$ cat src/wlcc_pkg.sv
// Package for the wavetable LFO to control-change block.
// Holds widths, codes, the microprogram table and the structs shared by all modules.
// Depends on nothing.
`default_nettype none

package wlcc_pkg;

   // Table geometry.
   localparam int TABLE_LEN   = 256;
   localparam int IDX_W       = 8;
   localparam int BODY_COUNT  = 3;
   localparam int BODY_W      = 2;
   localparam int TABLE_DEPTH = BODY_COUNT * TABLE_LEN;
   localparam int ADDR_W      = BODY_W + IDX_W;

   // Field and arithmetic widths.
   localparam int POS_W    = 16;
   localparam int PHASE_W  = 32;
   localparam int FRAC_W   = 16;
   localparam int RECIP_W  = 24;
   localparam int CC_W     = 7;
   localparam int SENT_W   = 8;
   localparam int DIFF_W   = POS_W + 1;
   localparam int X_W      = 34;
   localparam int Y_W      = 58;
   localparam int T_W      = 65;
   localparam int CC_SHIFT = 33;

   localparam logic [SENT_W-1:0] NOTHING_SENT = 8'd128;
   localparam logic [CC_W-1:0]   CC_MAX       = 7'd127;
   localparam logic signed [Y_W-1:0] Q_BIAS   = {{(Y_W - 33){1'b0}}, 1'b1, 32'b0};

   // Configuration register indexes and reset values.
   localparam int CSR_INDEX_W = 3;
   localparam int CSR_DATA_W  = 32;
   localparam logic [CSR_INDEX_W-1:0] CSR_PHASE_STEP       = 3'd0;
   localparam logic [CSR_INDEX_W-1:0] CSR_EXTENT_RECIP     = 3'd1;
   localparam logic [CSR_INDEX_W-1:0] CSR_CONTROLLER_ONE   = 3'd2;
   localparam logic [CSR_INDEX_W-1:0] CSR_CONTROLLER_TWO   = 3'd3;
   localparam logic [CSR_INDEX_W-1:0] CSR_CONTROLLER_THREE = 3'd4;

   localparam logic [PHASE_W-1:0] PHASE_STEP_RESET = 32'd2983;
   localparam logic [RECIP_W-1:0] RECIP_RESET      = 24'd65536;
   localparam logic [BODY_COUNT-1:0][CC_W-1:0] CTRL_RESET = {7'd22, 7'd21, 7'd20};

   // Operation codes carried on the request side.
   typedef enum logic [1:0] {
      OP_LOAD    = 2'd0,
      OP_TICK    = 2'd1,
      OP_RESTART = 2'd2
   } op_type;

   // Microprogram steps.
   typedef logic [3:0] step_type;
   localparam step_type ST_IDLE      = 4'd0;
   localparam step_type ST_RD_A      = 4'd1;
   localparam step_type ST_RD_B      = 4'd2;
   localparam step_type ST_MUL_FRAC  = 4'd3;
   localparam step_type ST_FORM_X    = 4'd4;
   localparam step_type ST_MUL_RECIP = 4'd5;
   localparam step_type ST_BIAS      = 4'd6;
   localparam step_type ST_DECIDE    = 4'd7;
   localparam step_type ST_EMIT      = 4'd8;
   localparam step_type ST_DONE      = 4'd9;

   typedef enum logic [1:0] {
      JMP_NEXT      = 2'd0,
      JMP_GOTO      = 2'd1,
      JMP_BODY_LOOP = 2'd2
   } jump_type;

   // One control word of the microprogram.
   typedef struct packed {
      logic     wait_item;
      logic     rd_a;
      logic     rd_b;
      logic     mul_frac;
      logic     form_x;
      logic     mul_recip;
      logic     bias;
      logic     decide;
      logic     emit;
      jump_type jmp;
      step_type target;
   } ctl_type;

   // Table write request.
   typedef struct packed {
      logic                    en;
      logic [ADDR_W-1:0]       addr;
      logic signed [POS_W-1:0] data;
   } wr_type;

   // Per-tick results handed to the output stage.
   typedef struct packed {
      logic [BODY_COUNT-1:0]           changed;
      logic [BODY_COUNT-1:0][CC_W-1:0] cc;
   } res_type;

   // The microprogram itself.
   function automatic ctl_type ucode(input step_type step);
      ctl_type c;
      c        = '0;
      c.jmp    = JMP_NEXT;
      c.target = ST_IDLE;
      case (step)
         ST_IDLE:      c.wait_item = 1'b1;
         ST_RD_A:      c.rd_a      = 1'b1;
         ST_RD_B:      c.rd_b      = 1'b1;
         ST_MUL_FRAC:  c.mul_frac  = 1'b1;
         ST_FORM_X:    c.form_x    = 1'b1;
         ST_MUL_RECIP: c.mul_recip = 1'b1;
         ST_BIAS:      c.bias      = 1'b1;
         ST_DECIDE: begin
            c.decide = 1'b1;
            c.jmp    = JMP_BODY_LOOP;
            c.target = ST_RD_A;
         end
         ST_EMIT: begin
            c.emit   = 1'b1;
            c.jmp    = JMP_BODY_LOOP;
            c.target = ST_EMIT;
         end
         default: c.jmp = JMP_GOTO;
      endcase
      return c;
   endfunction

endpackage

`default_nettype wire

$ cat src/wlcc_seq.sv
// Microprogram sequencer: step counter, body counter and jump logic.
// Reads its control words from the table in wlcc_pkg.
`default_nettype none

module wlcc_seq (
   input  wire logic                          clock,
   input  wire logic                          reset,
   input  wire logic                          tick_go,
   input  wire logic                          emit_hold,
   output wlcc_pkg::ctl_type                  ctl,
   output logic [wlcc_pkg::BODY_W-1:0]        body
);

   wlcc_pkg::step_type                 step_ff, step_in;
   logic [wlcc_pkg::BODY_W-1:0]        body_ff, body_in;

   assign ctl  = wlcc_pkg::ucode(step_ff);
   assign body = body_ff;

   always_comb begin
      step_in = step_ff;
      body_in = body_ff;
      if (!emit_hold) begin
         case (ctl.jmp)
            wlcc_pkg::JMP_NEXT: begin
               if (!ctl.wait_item || tick_go) begin
                  step_in = step_ff + 4'd1;
               end
            end
            wlcc_pkg::JMP_GOTO: step_in = ctl.target;
            wlcc_pkg::JMP_BODY_LOOP: begin
               if (body_ff != wlcc_pkg::BODY_W'(wlcc_pkg::BODY_COUNT - 1)) begin
                  body_in = body_ff + 2'd1;
                  step_in = ctl.target;
               end else begin
                  body_in = '0;
                  step_in = step_ff + 4'd1;
               end
            end
            default: step_in = wlcc_pkg::ST_IDLE;
         endcase
      end
   end

   always_ff @(posedge clock) begin
      if (reset) begin
         step_ff <= wlcc_pkg::ST_IDLE;
         body_ff <= '0;
      end else begin
         step_ff <= step_in;
         body_ff <= body_in;
      end
   end

   // The body counter never names a table that does not exist.
   a_body_range: assert property (@(posedge clock) disable iff (reset)
      body_ff != 2'd3)
      else $error("body counter out of range");

   // Every tick starts its body loop at the first body.
   a_idle_body: assert property (@(posedge clock) disable iff (reset)
      ctl.wait_item |-> body_ff == '0)
      else $error("body counter not cleared at idle");

   // A stalled emit keeps the sequencer where it is.
   a_hold: assert property (@(posedge clock) disable iff (reset)
      emit_hold |=> $stable(step_ff) && $stable(body_ff))
      else $error("sequencer moved during an output stall");

endmodule

`default_nettype wire

$ cat config.mk
export PLATFORM = sky130hd
export DESIGN_NAME = wlcc_seq
export DESIGN_NICKNAME = d
export VERILOG_FILES = /design/src/wlcc_pkg.sv /design/src/wlcc_seq.sv
export SDC_FILE = /design/constraint.sdc
export NUM_CORES = 1
export LEC_CHECK = 0
export BUFFER_PORTS_ARGS = -buffer_cell sky130_fd_sc_hd__buf_2
export CAP_MARGIN = 20
export CORE_AREA = 2 2 39 41
export CTS_BUF_LIST = sky130_fd_sc_hd__clkbuf_2
export CTS_CLUSTER_SIZE = 12
export DETAILED_ROUTE_END_ITERATION = 10
export DIE_AREA = 0 0 41 43
export MAX_ROUTING_LAYER = met4
export PLACE_DENSITY = 0.72
export SLEW_MARGIN = 20
export SYNTH_ARGS = -nofsm -noshare
export SYNTH_HDL_FRONTEND = slang
export SYNTH_SLANG_ARGS = --single-unit
$ cat constraint.sdc
create_clock -name clock -period 1.7 [get_ports clock]
set_input_delay 0 -clock clock [delete_from_list [all_inputs] [get_ports clock]]
set_output_delay 0 -clock clock [all_outputs]
set_load 0.005 [all_outputs]
Yosys cells after proc, flatten, opt, wreduce, memory -nomap -nowiden
Index checks and enable logic that the tools add are counted.

Add/sub/neg operators: 2. Equality and inequality tests: 12. Multiplexer cells: 15. Bitwise operators: 1. Reduce and logical (&&, ||, !) cells: 8.

Operators with widths (count): $eq A4 B3 Y1 const B (4); $pmux W4 S3 (1); $mux W1 (9); $eq A4 B2 Y1 const B (2); $mux W4 (2); $pmux W4 S2 (1); $reduce_or A7 Y1 (1); $add A4 B1 Y4 const B (1); $eq A4 B1 Y1 const B (1); $eq A4 B4 Y1 const B (1); $logic_not A4 Y1 (1); $ne A2 B2 Y1 const B (2); $pmux W2 S2 (1); $reduce_and A2 Y1 (2); $add A2 B1 Y2 const B (1); $eq A2 B1 Y1 const B (1); $eq A2 B2 Y1 const B (1); $logic_not A2 Y1 (1); $mux W2 (1); $reduce_or A2 Y1 (1); $logic_not A1 Y1 (1); $logic_or A1 B1 Y1 (1); $not A1 Y1 (1).

Bits in registers: 6.

Depth between registers and ports, before layout
Depth after elaboration: 6. Depth in mapped cells: 6. Gate-level depth less buffers: 6.

Worst setup path after synthesis
OpenSTA, ideal clock, no wires.

Kind: register -> register. Start point: reg step_ff[0]. End point: reg step_ff[1]. Library setup time: 0.127 ns. Data arrival time: 1.378 ns. Data required time: 1.573 ns. Slack: 0.195 ns. Stages on the path, launching flop included: 7. Buffers on the path: 0. Period minus slack after synthesis: 1.505 ns. Cell sequence: dfxtp_1 > inv_1 > ha_1 > nor4_1 > nor2_1 > a22oi_2 > o32ai_1.

Longest elaborated chain between the ends: 6. Elaborated cells on any way between the ends: 24. Classes of those cells: add/sub (1); eq/ne (11); mux (5); reduce/logical (7).

Ends and longest elaborated chain: start, declared (line wlcc_seq.sv:14) `wlcc_pkg::step_type step_ff, step_in;`; start signal, assigned (line wlcc_seq.sv:47) `step_ff <= wlcc_pkg::ST_IDLE;`; start signal, assigned (line wlcc_seq.sv:50) `step_ff <= step_in;`; $eq A4 B3 Y1, or another cell as far along (line wlcc_pkg.sv:106) `case (step)`; $reduce_or A7 Y1 (no line), or another cell as far along; $pmux W2 S2 or $logic_not A1 Y1 (tied branches) (line wlcc_pkg.sv:106, wlcc_seq.sv:26); $logic_not A2 Y1 or $logic_or A1 B1 Y1 (tied branches) (line wlcc_seq.sv:24, wlcc_seq.sv:26); $ne A2 B2 Y1 (no line); $reduce_and A2 Y1 (no line).

Parallel ways exist; a longest one is shown, timed or not. The select of a mux whose other input is x is not followed. A chain may end at the register's enable or synchronous reset.

==> flow_summary_export.csv <==
group,metric,value,unit
cts,clk_pin_slew,0.07,ns
critical_path,critical_path_required,1.70,ns
synthesis,syn_area_per_cell,8.52,um^2
final_layout,fillers,138,
detailed_routing,routed_wl,1.28,mm
global_route,grt_util_all_layers,0.159,
critical_path,crit_arrival,1.61,ns
die,dieArea,1760,um^2
global_route,grt_pass1_wl,1.90,mm
critical_path,worstPathMaxFanout,6,
final_layout,insertedDiodeCount,0,
placement,io_buffers,18,
detailed_routing,routedWlPerCell,12.5,um
sta,setup_violations,0,
cts,clock-sinks,6,
cts,cts-htree-levels,1,
synthesis,yosys.area.top_type_share,0.207,
detailed_routing,ant_nets,0,
run,drv_cap,0,
synthesis,yosys.area.top_type,"dfxtp_1",
die,fp.dieH,43,um
final_layout,nNetsFinal,98,
final_layout,final_common_cell,"buf_2",
sta,final_hold_viol_count,0,
critical_path,critical_path_class,"flop to output pin",
placement,place_hpwl,967,um
global_route,grt_max_degree,10,
run_status,outcome,"finished clean",
sta,fin_tns_setup,0,ns
power_and_ir_drop,total_leakage_power,0.384,nW
power_and_ir_drop,finalPower,461,uW
detailed_routing,drt-pass1-iter-count,7,
sta,fin_crit_sh,0.947,
die,die-width,41,um
detailed_routing,vias_per_cell,5.12,
detailed_routing,drt_iter0_drc,16,
die,rows,14,
die,io_pins,21,
final_layout,syn_to_final_growth,19.0,%
sta,min_period,1.61,ns
die,initial_utilization,0.419,
cts,cts_buffers,3,
power_and_ir_drop,power_density,668,nW/um^2
global_route,antenna_found_initial,0,
critical_path,end_kind,"output pin",
placement,gp_congestion,0.858,
synthesis,syn-cell-area,579,um^2
die,core-area,1380,um^2
synthesis,yosysWarnings,0,
final_layout,finalCoreUtilization,0.498,
sta,skew,0.00560,ns
cts,root_buffer,"clkbuf_2",
global_route,grt_pass1_vias,481,
synthesis,ys_seq_elements,6,
cts,tritoncts,"built",
global_route,grt_overflow,0,
power_and_ir_drop,max-vdd-ir-drop,0.269,mV
cts,cts_buffer_depth,2,
final_layout,drive_gt1_frac,0.379,
synthesis,seq_area_frac_synth,0.207,
critical_path,start_kind,"flop",
sta,drv_slew,0,
cts,clk-insertion-delay-late,0.24,ns
sta,layout_setup_ws,0.0900,ns
placement,pre_cts_ws,0.0276,ns
synthesis,synth_cells,68,
min_path,worstHoldPathType,"input pin to flop",
synthesis,synth_area_leaders,"dfxtp_1 21%, ha_1 11%, and2_1 7.6%",
detailed_routing,vias,527,
sta,max_freq,0.621,GHz
detailed_routing,drcViolationCount,0,
synthesis,ys_types,29,
final_layout,final_cell_mix,"18 x buf_2, 7 x inv_1, 7 x and2_1, 7 x nor2_1",
[routing by layer]
metal	GRT usage	up-vias	part of all wire
met1	0.181	243	0.45
met5	-	-	0
met2	0.253	16	0.50
li1	-	266	-
met3	0.0157	2	0.041
met4	0.0933	0	0.0078
[final cells by class]
class                      count  area (um^2)  area share
sequential                     6          123       0.178
multi-input combinational     51          400       0.581
timing repair buffer          20          105       0.152
tap                           16         20.0      0.0290
inverter                       7         26.3      0.0381
clock buffer                   3         15.0      0.0218
[metrics by stage]
step / std cells / hold slack (ns) / area, um^2
final: 103 / 0.00919 / 689
after global placement: 99 / 0.249 / 656
after global routing: 103 / 0.0173 / 689
after CTS: 102 / 0.0108 / 678
after floorplan: 69 / 0.0691 / 583
after detailed placement: 99 / 0.252 / 656
[synthesized netlist by cell type]
master / number
o2111ai_1: 1
buf_4: 3
a31oi_1: 1
mux2i_1: 1
a32o_1: 1
nor2b_1: 2
and2_1: 7
a21oi_1: 2
a21oi_4: 1
inv_1: 7
nor2_1: 7
o32ai_1: 1
dfxtp_1: 6
o21ai_1: 1
nand3b_4: 2
o211ai_1: 1
nand3b_1: 2
conb_1: 1
o22ai_1: 1
nor2_2: 1
nor3_1: 2
nand2b_1: 2
ha_1: 5
nand2_1: 2
o21ai_0: 2
nor4b_4: 1
a22oi_2: 1
nor4_1: 2
buf_6: 2
[report_power, final]
group / switching [mW] / internal (mW) / total [mW]
clock: 0.0622 / 0.0480 / 0.110
combinational: 0.0943 / 0.0875 / 0.182
sequential: 0.0174 / 0.151 / 0.169
total: 0.174 / 0.287 / 0.461
[logic make-up after synthesis]
logic type / after synthesis / share of synthesized area
flip-flops: 6 / 0.207
adder cells (fa/ha/maj): 5 / 0.108
buffers and inverters: 12 / 0.123
other: 1 / 0.00647
AO/OA/AOI/OAI: 13 / 0.175
multiplexers: 1 / 0.0173
AND/OR/NAND/NOR: 30 / 0.363
[timing repair]
action | CTS | global route
gates resized for setup | 2 | 2
setup buffers | 0 | 1
endpoints found under the hold margin | 0 | 0
setup endpoints to repair | 3 | 2
hold buffers | 0 | 0
pin swaps | 0 | 1
[flip-flops by register name, summed over array words and instances (netlist names)]
signal	cells
step_ff	4
body	2
[final timing paths]
path / start / cells past startpoint / slack [ns] / to
max: step_ff[0]$_SDFFE_PP0P_ / 6 / 0.09 / ctl[4]
min reg2reg: body[1]$_SDFFE_PP0P_ / 2 / 0.53 / body[1]$_SDFFE_PP0P_
min: reset / 2 / 0.009 / body[1]$_SDFFE_PP0P_
max reg2reg: step_ff[0]$_SDFFE_PP0P_ / 6 / 0.10 / step_ff[0]$_SDFFE_PP0P_
[worst max-delay path: stages, from the launching register on]
cell and delay, ns:
dfxtp_2 0.39, inv_1 0.10, ha_1 0.26, nor4_2 0.30
nor2_1 0.11, nor2_1 0.10, buf_2 0.12
Power figures use the tool's default switching activity.
